$ cat src/sv/bbrf_pkg.sv
// Package for the burst byte ring FIFO: widths, command codes and the
// structs passed between the pipeline stages. No dependencies.
package bbrf_pkg;

    // Fixed widths of the item fields.
    localparam int CMD_W  = 2;
    localparam int LEN_W  = 4;
    localparam int DATA_W = 64;
    localparam int FILL_W = 9;

    // Byte lanes that one item spans, and the lane select width.
    localparam int LANES     = 8;
    localparam int LANE_BITS = 3;

    // Longest burst accepted, and the default ring size in bytes.
    localparam int MAX_BURST    = 8;
    localparam int CAPACITY_DEF = 256;

    // Command codes carried by an input item.
    typedef enum logic [CMD_W-1:0] {
        CMD_PUT  = 2'd0,
        CMD_GET  = 2'd1,
        CMD_PEEK = 2'd2
    } t_cmd;

    // One byte from each lane, lane i in bits 8i+7:8i.
    typedef logic [LANES-1:0][7:0] t_lane_vec;

    // What the decision stage hands to the merge stage.
    typedef struct packed {
        logic                 status;
        logic [LEN_W-1:0]     done_count;
        logic [LEN_W-1:0]     rd_count;
        logic [LANE_BITS-1:0] rot;
        logic [FILL_W-1:0]    fill;
    } t_s1;

    // A finished result item.
    typedef struct packed {
        logic              status;
        logic [LEN_W-1:0]  done_count;
        logic [DATA_W-1:0] read_data;
        logic [FILL_W-1:0] fill_level;
    } t_rsp;

endpackage

$ cat src/sv/bbrf_cmd_if.sv
// Command channel of the burst byte ring FIFO: valid, ready and one item.
// Depends on bbrf_pkg for the field widths.
interface bbrf_cmd_if;
    import bbrf_pkg::*;

    logic              valid;
    logic              ready;
    logic [CMD_W-1:0]  cmd;
    logic [LEN_W-1:0]  byte_count;
    logic [DATA_W-1:0] write_data;

    modport source (output valid, cmd, byte_count, write_data, input ready);
    modport sink   (input valid, cmd, byte_count, write_data, output ready);
endinterface

$ cat src/sv/bbrf_rsp_if.sv
// Response channel of the burst byte ring FIFO: valid, ready and one item.
// Depends on bbrf_pkg for the field widths.
interface bbrf_rsp_if;
    import bbrf_pkg::*;

    logic              valid;
    logic              ready;
    logic              status;
    logic [LEN_W-1:0]  done_count;
    logic [DATA_W-1:0] read_data;
    logic [FILL_W-1:0] fill_level;

    modport source (output valid, status, done_count, read_data, fill_level,
                    input ready);
    modport sink   (input valid, status, done_count, read_data, fill_level,
                    output ready);
endinterface

$ cat src/sv/bbrf_lane.sv
// One byte lane of the ring: a memory bank with one write port and one
// registered read port. No package dependencies.
module bbrf_lane #(
    parameter int BANK_AW = 5
) (
    input  logic               i_clk,
    input  logic               i_wr_en,
    input  logic [BANK_AW-1:0] i_wr_row,
    input  logic [7:0]         i_wr_data,
    input  logic               i_rd_en,
    input  logic [BANK_AW-1:0] i_rd_row,
    output logic [7:0]         o_rd_data
);

    logic [7:0] r_mem [2**BANK_AW];
    logic [7:0] r_rd_data;

    // Write port.
    always_ff @(posedge i_clk) begin
        if (i_wr_en) begin
            r_mem[i_wr_row] <= i_wr_data;
        end
    end

    // Registered read port; the data holds while no read is issued.
    always_ff @(posedge i_clk) begin
        if (i_rd_en) begin
            r_rd_data <= r_mem[i_rd_row];
        end
    end

    assign o_rd_data = r_rd_data;

endmodule

$ cat src/sv/bbrf_merge.sv
// Merge stage: rotates the lane bytes so the oldest byte lands in bits 7:0
// and clears the lanes beyond the burst. Depends on bbrf_pkg.
module bbrf_merge (
    input  bbrf_pkg::t_lane_vec                  i_lane_data,
    input  logic [bbrf_pkg::LANE_BITS-1:0]       i_rot,
    input  logic [bbrf_pkg::LEN_W-1:0]           i_count,
    output logic [bbrf_pkg::DATA_W-1:0]          o_data
);
    import bbrf_pkg::*;

    t_lane_vec w_out;

    // Output byte k comes from the lane that held the k-th oldest byte.
    always_comb begin
        for (int k = 0; k < LANES; k++) begin
            if (LEN_W'(k) < i_count) begin
                w_out[k] = i_lane_data[i_rot + LANE_BITS'(k)];
            end else begin
                w_out[k] = 8'h00;
            end
        end
    end

    assign o_data = w_out;

endmodule

$ cat src/sv/burst_byte_ring_fifo.sv
// Burst byte ring FIFO: a ring of CAPACITY bytes (a power of two, at least
// eight) split over eight byte lanes, so a put, get or peek of up to eight
// bytes moves as a single item. One command item is taken every cycle while the
// response side keeps up; a result passes through the registered read of the
// lane banks and then the output register before it is returned.
// A burst of zero bytes, of more than eight, or one that does not fit the
// free space (put) or the stored bytes (get, peek) is rejected and changes
// nothing. The fill level reported is the count after the command.
// Depends on bbrf_pkg, bbrf_cmd_if, bbrf_rsp_if, bbrf_lane and bbrf_merge.
module burst_byte_ring_fifo #(
    parameter int CAPACITY = bbrf_pkg::CAPACITY_DEF
) (
    input  logic        i_clk,
    input  logic        i_rst_n,
    bbrf_cmd_if.sink    i_cmd,
    bbrf_rsp_if.source  o_rsp
);
    import bbrf_pkg::*;

    localparam int PTR_W   = $clog2(CAPACITY);
    localparam int CNT_W   = PTR_W + 1;
    localparam int BANK_AW = (PTR_W > LANE_BITS) ? PTR_W - LANE_BITS : 1;

    // Ring pointers and full flag.
    logic [PTR_W-1:0] r_wp, n_wp;
    logic [PTR_W-1:0] r_rp, n_rp;
    logic             r_full, n_full;

    // Pipeline stage and output register.
    logic      r_s1_valid;
    t_s1       r_s1, n_s1;
    logic      r_out_valid;
    t_rsp      r_out;

    logic      w_out_free;
    logic      w_accept;
    logic      w_advance;

    logic [CNT_W-1:0] w_fill;
    logic [CNT_W-1:0] w_free;
    logic [CNT_W-1:0] w_len;
    logic             w_len_ok;
    logic             w_put_ok;
    logic             w_read_ok;
    logic             w_get;

    logic [LANES-1:0]               w_wr_en;
    logic [LANES-1:0][BANK_AW-1:0]  w_wr_row;
    logic [LANES-1:0][7:0]          w_wr_data;
    logic [LANES-1:0][BANK_AW-1:0]  w_rd_row;
    t_lane_vec                      w_lane_data;
    logic [DATA_W-1:0]              w_merged;

    // Handshake: the stage moves when the output register is free.
    assign w_out_free  = !r_out_valid || o_rsp.ready;
    assign w_advance   = r_s1_valid && w_out_free;
    assign i_cmd.ready = !r_s1_valid || w_out_free;
    assign w_accept    = i_cmd.valid && i_cmd.ready;

    // Current fill level and free space.
    assign w_fill   = r_full ? CNT_W'(CAPACITY) : {1'b0, r_wp - r_rp};
    assign w_free   = CNT_W'(CAPACITY) - w_fill;
    assign w_len    = CNT_W'(i_cmd.byte_count);
    assign w_len_ok = (i_cmd.byte_count != '0) &&
                      (i_cmd.byte_count <= LEN_W'(MAX_BURST));

    // Command decision.
    always_comb begin
        w_put_ok  = 1'b0;
        w_read_ok = 1'b0;
        w_get     = 1'b0;
        unique case (t_cmd'(i_cmd.cmd))
            CMD_PUT: begin
                w_put_ok = w_len_ok && (w_len <= w_free);
            end
            CMD_GET: begin
                w_read_ok = w_len_ok && (w_len <= w_fill);
                w_get     = 1'b1;
            end
            CMD_PEEK: begin
                w_read_ok = w_len_ok && (w_len <= w_fill);
            end
            default: begin
                w_put_ok  = 1'b0;
            end
        endcase
    end

    // Pointer, flag and stage updates for the item being taken.
    always_comb begin
        n_wp   = r_wp;
        n_rp   = r_rp;
        n_full = r_full;
        n_s1.status     = !(w_put_ok || w_read_ok);
        n_s1.done_count = (w_put_ok || w_read_ok) ? i_cmd.byte_count : '0;
        n_s1.rd_count   = w_read_ok ? i_cmd.byte_count : '0;
        n_s1.rot        = r_rp[LANE_BITS-1:0];
        n_s1.fill       = FILL_W'(w_fill);
        if (w_put_ok) begin
            n_wp      = r_wp + PTR_W'(i_cmd.byte_count);
            n_full    = (w_fill + w_len) == CNT_W'(CAPACITY);
            n_s1.fill = FILL_W'(w_fill + w_len);
        end else if (w_read_ok && w_get) begin
            n_rp      = r_rp + PTR_W'(i_cmd.byte_count);
            n_full    = 1'b0;
            n_s1.fill = FILL_W'(w_fill - w_len);
        end
    end

    // Lane addressing: lane i holds the byte whose address ends in i.
    always_comb begin
        logic [LANE_BITS-1:0] v_wk;
        logic [LANE_BITS-1:0] v_rk;
        for (int i = 0; i < LANES; i++) begin
            v_wk = LANE_BITS'(i) - r_wp[LANE_BITS-1:0];
            v_rk = LANE_BITS'(i) - r_rp[LANE_BITS-1:0];
            w_wr_en[i]   = w_accept && w_put_ok && (LEN_W'(v_wk) < i_cmd.byte_count);
            w_wr_row[i]  = BANK_AW'((r_wp + PTR_W'(v_wk)) >> LANE_BITS);
            w_wr_data[i] = i_cmd.write_data[{v_wk, 3'b000} +: 8];
            w_rd_row[i]  = BANK_AW'((r_rp + PTR_W'(v_rk)) >> LANE_BITS);
        end
    end

    // Byte lanes.
    for (genvar g = 0; g < LANES; g++) begin : g_lane
        bbrf_lane #(
            .BANK_AW (BANK_AW)
        ) u_lane (
            .i_clk     (i_clk),
            .i_wr_en   (w_wr_en[g]),
            .i_wr_row  (w_wr_row[g]),
            .i_wr_data (w_wr_data[g]),
            .i_rd_en   (w_accept),
            .i_rd_row  (w_rd_row[g]),
            .o_rd_data (w_lane_data[g])
        );
    end

    // Merge the lane bytes into burst order.
    bbrf_merge u_merge (
        .i_lane_data (w_lane_data),
        .i_rot       (r_s1.rot),
        .i_count     (r_s1.rd_count),
        .o_data      (w_merged)
    );

    // Control registers.
    always_ff @(posedge i_clk) begin
        if (!i_rst_n) begin
            r_wp        <= '0;
            r_rp        <= '0;
            r_full      <= 1'b0;
            r_s1_valid  <= 1'b0;
            r_out_valid <= 1'b0;
        end else begin
            if (w_accept) begin
                r_wp   <= n_wp;
                r_rp   <= n_rp;
                r_full <= n_full;
            end
            if (i_cmd.ready) begin
                r_s1_valid <= i_cmd.valid;
            end
            if (w_out_free) begin
                r_out_valid <= r_s1_valid;
            end
        end
    end

    // Payload registers.
    always_ff @(posedge i_clk) begin
        if (w_accept) begin
            r_s1 <= n_s1;
        end
        if (w_advance) begin
            r_out.status     <= r_s1.status;
            r_out.done_count <= r_s1.done_count;
            r_out.read_data  <= w_merged;
            r_out.fill_level <= r_s1.fill;
        end
    end

    assign o_rsp.valid      = r_out_valid;
    assign o_rsp.status     = r_out.status;
    assign o_rsp.done_count = r_out.done_count;
    assign o_rsp.read_data  = r_out.read_data;
    assign o_rsp.fill_level = r_out.fill_level;

    // The full flag only stands when the pointers meet.
    a_full_ptrs: assert property (@(posedge i_clk) disable iff (!i_rst_n)
        r_full |-> (r_wp == r_rp))
        else $error("full flag set with unequal pointers");

    // A rejected item moves no bytes and returns no data.
    a_reject_zero: assert property (@(posedge i_clk) disable iff (!i_rst_n)
        (o_rsp.valid && o_rsp.status) |-> (o_rsp.done_count == '0 &&
                                           o_rsp.read_data == '0))
        else $error("rejected item carries bytes");

    // An item waiting in the stage is not dropped while the output stalls.
    a_stage_holds: assert property (@(posedge i_clk) disable iff (!i_rst_n)
        (r_s1_valid && !w_out_free) |=> r_s1_valid)
        else $error("stage item lost under stall");

    // While the stage holds an item under a stall, the ring takes nothing new.
    a_no_accept_stalled: assert property (@(posedge i_clk) disable iff (!i_rst_n)
        (r_s1_valid && !w_out_free) |-> !w_accept)
        else $error("item taken while the stage is stalled");

endmodule

$ cat src/flat_wrapper.sv
// flat-port wrapper written by rule: the top's interface ports become plain ports
module burst_byte_ring_fifo_flat import bbrf_pkg::*;
#(
    parameter int CAPACITY = bbrf_pkg::CAPACITY_DEF
)
  (i_clk, i_rst_n, i_cmd_valid, i_cmd_cmd, i_cmd_byte_count, i_cmd_write_data, i_cmd_ready, o_rsp_valid, o_rsp_status, o_rsp_done_count, o_rsp_read_data, o_rsp_fill_level, o_rsp_ready);
  bbrf_cmd_if i_cmd_i ();
  bbrf_rsp_if o_rsp_i ();
  input  logic i_clk;
  input  logic i_rst_n;
  input wire logic [$bits(i_cmd_i.valid)-1:0] i_cmd_valid;
  input wire logic [$bits(i_cmd_i.cmd)-1:0] i_cmd_cmd;
  input wire logic [$bits(i_cmd_i.byte_count)-1:0] i_cmd_byte_count;
  input wire logic [$bits(i_cmd_i.write_data)-1:0] i_cmd_write_data;
  output wire logic [$bits(i_cmd_i.ready)-1:0] i_cmd_ready;
  output wire logic [$bits(o_rsp_i.valid)-1:0] o_rsp_valid;
  output wire logic [$bits(o_rsp_i.status)-1:0] o_rsp_status;
  output wire logic [$bits(o_rsp_i.done_count)-1:0] o_rsp_done_count;
  output wire logic [$bits(o_rsp_i.read_data)-1:0] o_rsp_read_data;
  output wire logic [$bits(o_rsp_i.fill_level)-1:0] o_rsp_fill_level;
  input wire logic [$bits(o_rsp_i.ready)-1:0] o_rsp_ready;
  assign i_cmd_i.valid = i_cmd_valid;
  assign i_cmd_i.cmd = i_cmd_cmd;
  assign i_cmd_i.byte_count = i_cmd_byte_count;
  assign i_cmd_i.write_data = i_cmd_write_data;
  assign i_cmd_ready = i_cmd_i.ready;
  assign o_rsp_valid = o_rsp_i.valid;
  assign o_rsp_status = o_rsp_i.status;
  assign o_rsp_done_count = o_rsp_i.done_count;
  assign o_rsp_read_data = o_rsp_i.read_data;
  assign o_rsp_fill_level = o_rsp_i.fill_level;
  assign o_rsp_i.ready = o_rsp_ready;
  burst_byte_ring_fifo #(.CAPACITY(CAPACITY)) u_core (.i_clk(i_clk), .i_rst_n(i_rst_n), .i_cmd(i_cmd_i), .o_rsp(o_rsp_i));
endmodule
$ cat config.mk
export PLATFORM = sky130hd
export DESIGN_NAME = burst_byte_ring_fifo_flat
export DESIGN_NICKNAME = d
export VERILOG_FILES = /design/src/sv/bbrf_pkg.sv /design/src/sv/bbrf_cmd_if.sv /design/src/sv/bbrf_rsp_if.sv /design/src/sv/bbrf_lane.sv /design/src/sv/bbrf_merge.sv /design/src/sv/burst_byte_ring_fifo.sv /design/src/flat_wrapper.sv
export SDC_FILE = /design/constraint.sdc
export NUM_CORES = 2
export LEC_CHECK = 0
export ABC_CLOCK_PERIOD_IN_PS = 9420
export BUFFER_PORTS_ARGS = -buffer_cell sky130_fd_sc_hd__buf_2
export CAP_MARGIN = 30
export CORE_MARGIN = 1
export CORE_UTILIZATION = 50
export CTS_CLUSTER_DIAMETER = 40
export CTS_CLUSTER_SIZE = 28
export DETAILED_ROUTE_END_ITERATION = 6
export PLACE_DENSITY = 0.63
export RECOVER_POWER = 100
export SYNTH_ARGS = -nofsm -noshare
export SYNTH_HDL_FRONTEND = slang
export SYNTH_HIERARCHICAL = 1
export SYNTH_SLANG_ARGS = --single-unit
$ cat constraint.sdc
create_clock -name i_clk -period 9.42 [get_ports i_clk]
set_input_delay 0.471 -clock i_clk [delete_from_list [all_inputs] [get_ports i_clk]]
set_output_delay 0.471 -clock i_clk [all_outputs]
set_load 0.02 [all_outputs]
; After elaboration in Yosys (flattened, before gate mapping)
; Memories as Yosys holds them, arrays and structs flattened. A register that Yosys moved wholly into a read port is not among the register bits.
; Index checks and enable logic that the tools add are counted.
[word_totals]
inputBits = 74
ram_bits = 2048
mem_count = 8
out_inout_bits = 80
reg_bits = 118
wordCells = 181
[op_classes]
order_cmp = 27
n_eq_ne = 3
mux = 40
n_reduce_logical = 28
addsub = 45
n_shift = 8
bitwise = 1
[memory_table]
columns = name, depth, width, read_ports, rd_clocked_by_memory_dff, write_ports, line_no
row1 = u_core.g_lane[0].u_lane.r_mem, 32, 8, 1, 1, 1, bbrf_lane.sv:15  ; logic [7:0] r_mem [2**BANK_AW];
row2 = u_core.g_lane[1].u_lane.r_mem, 32, 8, 1, 1, 1, bbrf_lane.sv:15
row3 = u_core.g_lane[2].u_lane.r_mem, 32, 8, 1, 1, 1, bbrf_lane.sv:15
row4 = u_core.g_lane[3].u_lane.r_mem, 32, 8, 1, 1, 1, bbrf_lane.sv:15
row5 = u_core.g_lane[4].u_lane.r_mem, 32, 8, 1, 1, 1, bbrf_lane.sv:15
row6 = u_core.g_lane[5].u_lane.r_mem, 32, 8, 1, 1, 1, bbrf_lane.sv:15
row7 = +2 memories, --, --, --, --, --, --
[op_table]
columns = operator, count
row1 = indexed part select 64 x 7 -> 8 bit, 8
row2 = binary-select mux 8 bit (select 3 bit), 8
row3 = adder 8 x 3 -> 8 bit, 16
row4 = 2-to-1 mux 8 bit, 8
row5 = < comparator 3 x 4 -> 1 bit, 8
row6 = < comparator 3 x 4 -> 1 bit (second input constant), 8
row7 = 2-to-1 mux 9 bit, 3
row8 = subtractor 3 bit (first input constant), 8
row9 = 2-to-1 mux 1 bit, 21
row10 = less-or-equal comparator 4 x 9 -> 1 bit, 2
row11 = adder 8 x 4 -> 8 bit, 2
row12 = < comparator 3 x 4 -> 1 bit (first input constant), 4
row13 = logical AND 1 bit, 15
row14 = adder 3 bit (second input constant), 4
row15 = subtractor 1 x 3 -> 3 bit (first input constant), 4
row16 = subtractor 2 x 3 -> 3 bit (first input constant), 4
row17 = adder 9 x 4 -> 9 bit, 1
row18 = == test 9 bit (second input constant), 1
row19 = subtractor 9 x 4 -> 9 bit, 1
row20 = subtractor 9 bit (first input constant), 1
row21 = < comparator 1 x 4 -> 1 bit (first input constant), 2
row22 = < comparator 2 x 4 -> 1 bit (first input constant), 2
row23 = subtractor 8 bit, 1
row24 = adder 3 x 2 -> 3 bit (second input constant), 2
row25 = other kinds (13), 18

; Logic depth before layout (Yosys ltp)
[depth]
depth_word = 10
depth_mapped = 20
mapped_depth_nobuf = 17

; Hierarchy
; Netlist, hierarchy kept.
[modules_own_cells]
columns = module, cells_per_inst, n_inst, seq_area_each_um2, area_per_inst_um2
row1 = bbrf_lane, 417, 8, 7927.6, 10133.5
row2 = burst_byte_ring_fifo, 917, 1, 3353.2, 9480.3
row3 = bbrf_merge, 238, 1, 0.0, 2633.8

; Worst setup path after synthesis
; OpenSTA, ideal clock, no wires.
[synth_path]
path_kind = register to register
startpoint = reg u_core.r_wp[1]
endpoint = mem u_core.g_lane[3].u_lane.r_mem[28][0] (enable)
path_buffers = 4
path_stages_with_launch = 21
slack_ns = 3.387
synth_period_minus_slack_ns = 6.033
required_ns = 9.050
t_arrival_ns = 5.662
setup_ns = 0.370
cell_sequence = dfxtp_1 > clkbuf_1 > clkbuf_1 > inv_1 > fa_1 > or2_2 > ha_1 > inv_1 > ha_1 > nor2b_1 > o21a_1 > o21a_1 > o2111ai_1 > nand3_1 > nor2_1 > buf_2 > nand2_1 > nor2_1 > or3b_2 > clkbuf_1 > nor2_1
[synth_between]
elab_chain_len = 10
elab_cells_between_ends = 13
cone_classes = add/sub: 4 / order compare: 2 / mux: 4 / reduce/logical: 3
[synth_lines]
columns = item, line_no
row1 = from (decl), burst_byte_ring_fifo.sv:25  ; logic [PTR_W-1:0] r_wp, n_wp;
row2 = from (signal assigned), burst_byte_ring_fifo.sv:157  ; r_wp <= n_wp;
row3 = subtractor 8 bit, burst_byte_ring_fifo.sv:61  ; assign w_fill = r_full ? CNT_W'(CAPACITY) : {1'b0, r_wp - r_rp};
row4 = 2-to-1 mux 9 bit, burst_byte_ring_fifo.sv:61
row5 = subtractor 9 bit, burst_byte_ring_fifo.sv:62  ; assign w_free = CNT_W'(CAPACITY) - w_fill;
row6 = less-or-equal comparator 4 x 9 -> 1 bit, burst_byte_ring_fifo.sv:74  ; w_put_ok = w_len_ok && (w_len <= w_free);
row7 = logical AND 1 bit, burst_byte_ring_fifo.sv:74
row8 = 2-to-1 mux 1 bit, burst_byte_ring_fifo.sv:72  ; unique case (t_cmd'(i_cmd.cmd))
row9 = logical AND 1 bit, burst_byte_ring_fifo.sv:117  ; w_wr_en[i] = w_accept && w_put_ok && (LEN_W'(v_wk) < i_cmd.byte_count);
row10 = logical AND 1 bit *, burst_byte_ring_fifo.sv:117
row11 = net u_core.w_wr_en[3], burst_byte_ring_fifo.sv:47  ; logic [LANES-1:0] w_wr_en;
row12 = 2-to-1 mux 1 bit *, bbrf_lane.sv:20  ; if (i_wr_en) begin
row13 = 2-to-1 mux 1 bit (implied by the code) *, bbrf_lane.sv:21  ; r_mem[i_wr_row] <= i_wr_data;
row14 = to (decl), bbrf_lane.sv:15
; The timed path passes the listed nets; every way through them passes the cells marked *.

; Final worst setup path
[layout_path]
startpoint = reg u_core.r_wp[0]
endpoint = mem u_core.g_lane[5].u_lane.r_mem[22][2] (enable)
[layout_between]
elab_chain_len = 10
elab_cells_between_ends = 13
cone_classes = add/sub: 4 / order compare: 2 / mux: 4 / reduce/logical: 3
[layout_lines]
columns = item, line_no
row1 = subtractor 8 bit, burst_byte_ring_fifo.sv:61
row2 = 2-to-1 mux 9 bit, burst_byte_ring_fifo.sv:61
row3 = subtractor 9 bit, burst_byte_ring_fifo.sv:62
row4 = less-or-equal comparator 4 x 9 -> 1 bit, burst_byte_ring_fifo.sv:74
row5 = logical AND 1 bit, burst_byte_ring_fifo.sv:74
row6 = 2-to-1 mux 1 bit, burst_byte_ring_fifo.sv:72
row7 = logical AND 1 bit, burst_byte_ring_fifo.sv:117
row8 = logical AND 1 bit *, burst_byte_ring_fifo.sv:117
row9 = net u_core.w_wr_en[5], burst_byte_ring_fifo.sv:47
row10 = 2-to-1 mux 1 bit *, bbrf_lane.sv:20
row11 = 2-to-1 mux 1 bit (implied by the code) *, bbrf_lane.sv:21
row12 = to (decl), bbrf_lane.sv:15
; Marked as above.

==> metrics <==
status=complete, but fails checks; violated checks=max-capacitance violations, max-slew violations; DRT iter0 DRCs=6,247; min-delay worst type=in -> reg; unrepaired setup endpoints after global routing=no; Post-Syn Area=93,180 um2; wire per inst=33.26 um; Final min period=7.469 ns; Final Wtd Congestion=0.9259; # setup viols final=0; standard-cell rows=158; via/cell ratio=approximately 6.3; most common cell after layout, fill and taps aside=edfxtp_1; flip-flop and latch count after synthesis=2,230; reg2reg setup slack=1.95 ns; Detail Route Antenna Nets=0; grt total ovfl=0; fin crit share=about four fifths; DRT Pass-1 Iters=6; CTS tree=yes; Final Skew=about 0.052 ns; syn avg cell area=20.75 um2; Reg-to-Reg Start=u_core/r_wp[0]; Synth async-reset ratio=0%; nets@finish=4,946; DR DRC count=0; area grow syn2layout=14.36%; PD cells=between 200 and 250 nW/um2; clock transition at the registers of the reported paths=0.06 ns; first-pass GRT wire length=353,800 um; CP Cell Sequence=inv_1, ha_1, fa_1, or2_2, ha_1, inv_1, ha_1, nor2b_1, o21a_1, o21a_1, o2111ai_1, nand3_1, nor2_1, clkbuf_1, nand2_1, clkbuf_1, nor2_1, nand3b_1, nor2_1; die footprint=188,100 um2; reg-to-reg endpoint=u_core/g_lane[5].u_lane/r_mem[22][2]; most frequent cells in the layout=edfxtp_1 (2,211), mux4_2 (768), nor2_1 (358); Leakage=approximately 33 nW; gr usage total=26.74%; Sum Neg Setup Slack=0 ns; Final Max Slew Viols=2,326; Synth Net Count=4,639; Detailed Place HPWL=165,400 um; EDFF count, synth=2,211; sequential-to-total area share from yosys stat=71.66%; Worst Path Required=9.95 ns; Worst-Margin Slew=slightly above 4 ns; total design power=23.81 mW; die width=433.7 um; clock tree buffer depth=4; htree depth=5; Max VDD drop=193.0 uV; share of cells above drive strength 1=about 29%; critical path startpoint=u_core/r_wp[0]; total number of vias=47,590; slowest cell delay on critical path=~0.74 ns; final hold vios=0; pin count of the biggest net entering global routing=approximately 70; cell taking the most area after synthesis=edfxtp_1; Die H=roughly 430 um; Resize count post-CTS=0; Critical Path Sink Type=flop; Setup Fix Bufs, Post-CTS=0; Worst Reg-to-Reg Cells=19; CORE AREA=about 190,000 um2; starting density of the core=50.30%; post-synth top area share=71.25%; cell count after synthesis=4,491; Worst Setup Start Kind=flop; Clk Latency, worst-skew pair=0.94 ns; worst setup path endpoint=u_core/g_lane[5].u_lane/r_mem[22][2]; crit-path max FO=16; Port Buf Inserts=153; Worst slew margin=-176.6%; critical setup path kind=reg -> reg; Fmax=133.9 MHz; Num CTS Buffers=approximately 300; I/O pins=154; CP arrival=~8 ns; synth top area cells=edfxtp_1 (71%), mux4_2 (19%), nor2_1 (1.4%); Yosys warning count=6; clock root cell=clkbuf_16; vias in the first global route=between 40,000 and 50,000; max cap viols=71; Synth Flop Type=edfxtp_1; clk sink count=about 2,200; initial antenna violation count=13; distinct cell type count after synthesis=74; CP max stage cell=nor2_1; # hold bufs at CTS=4; Routed Wire Length=249,700 um
## Yosys cell counts (all sizes together) (5+ instances only)
master	n
nand3	42
nand2b	8
nor3	11
xnor2	57
mux2i	18
edfxtp	2211
and4	5
nand4	5
fa	6
xor2	34
o21ai	26
dfxtp	19
o21a	6
nor2b	16
or3	17
or2	6
ha	68
clkbuf	78
a21o	6
a21boi	8
mux4	768
mux2	81
nand2	227
o211ai	7
and2	6
a21oi	37
inv	35
nor2	359
nand3b	41
or3b	24
o31ai	7
clkinv	5
a22o	48
buf	156
## how the worst min path moves through the flow
stage	cells past startpoint	slack (ns)	startpoint	end
after floorplan	0	0.40	u_core/r_s1[16]	u_core/o_rsp.done_count[0]
after global placement	0	0.41	u_core/r_s1[18]	u_core/o_rsp.done_count[2]
after detailed placement	0	0.41	u_core/r_s1[8]	u_core/o_rsp.fill_level[8]
after CTS	3	0.11	i_cmd_byte_count[0]	u_core/r_s1[16]
after global routing	3	0.14	i_cmd_byte_count[0]	u_core/r_s1[16]
final	4	0.16	i_cmd_byte_count[0]	u_core/r_rp[0]
## logic make-up after synthesis
family,count (synthesis),synth area share (%)
buf+inv,274,1.488
compound gates,174,1.402
fa+ha+maj,74,1.042
flops,2230,71.66
xor+xnor,91,0.9037
mux,867,19.73
simple gates,781,3.770
## flip-flops by register name, indices dropped and copies added, names as in the netlist
name	count
u_core/g_lane.u_lane/o_rd_data	64
u_core/r_s1_valid	1
u_core/o_rsp.status	1
u_core/r_full	1
u_core/r_s1	21
u_core/o_rsp.done_count	4
u_core/o_rsp.fill_level	9
u_core/g_lane.u_lane/r_mem	2048
u_core/r_wp	8
u_core/r_rp	8
u_core/o_rsp.read_data	64
u_core/o_rsp.valid	1
## area by class of cell
type | count | area (um2)
antenna | 8 | 20.02
clock buffer | 314 | 7645
clock inverter | 207 | 2429
fill | 13490 | 78670
inverter | 40 | 151.4
multi-input combinational | 1987 | 25200
sequential | 2230 | 66790
tap | 2480 | 3103
timing repair buffer | 242 | 1225
## power breakdown
group | total [mW] | switching (mW) | internal [mW]
Clock | 11.3 | 4.55 | 6.75
Combinational | 1.21 | 0.914 | 0.297
Sequential | 11.3 | 0.0606 | 11.2
## routing by layer
layer	global-route usage, %	share of wire [%]	up-vias
met4	11.90	5.1	4
met3	4.544	8.4	489
met1	38.00	39	25060
met2	41.01	47	2673
met5	0	0.0064	-
li1	-	-	19360
## worst max-delay path, delay by kind of cell, from the launching register on
| kind | cells | cell delay (ns) |
|---|---|---|
| compound gates | 3 | 0.52 |
| simple gates | 8 | 3.14 |
| flops | 1 | 0.59 |
| fa+ha+maj | 4 | 1.39 |
| buf+inv | 4 | 1.43 |
## metrics by stage
step	utilization [%]	instance area, um2	hold WS [ns]	instances	worst slack (ns)
final	57.53	106600	0.1639	7508	1.951
after global routing	57.52	106600	0.1361	7503	1.418
after CTS	57.74	107000	0.1098	7495	2.398
after detailed placement	52.28	96840	0.4119	6970	2.412
after global placement	52.20	96690	0.4080	6961	2.612
after floorplan	-	93180	0.4003	4491	3.387
Note: power is estimated with default switching activity, not from simulation.
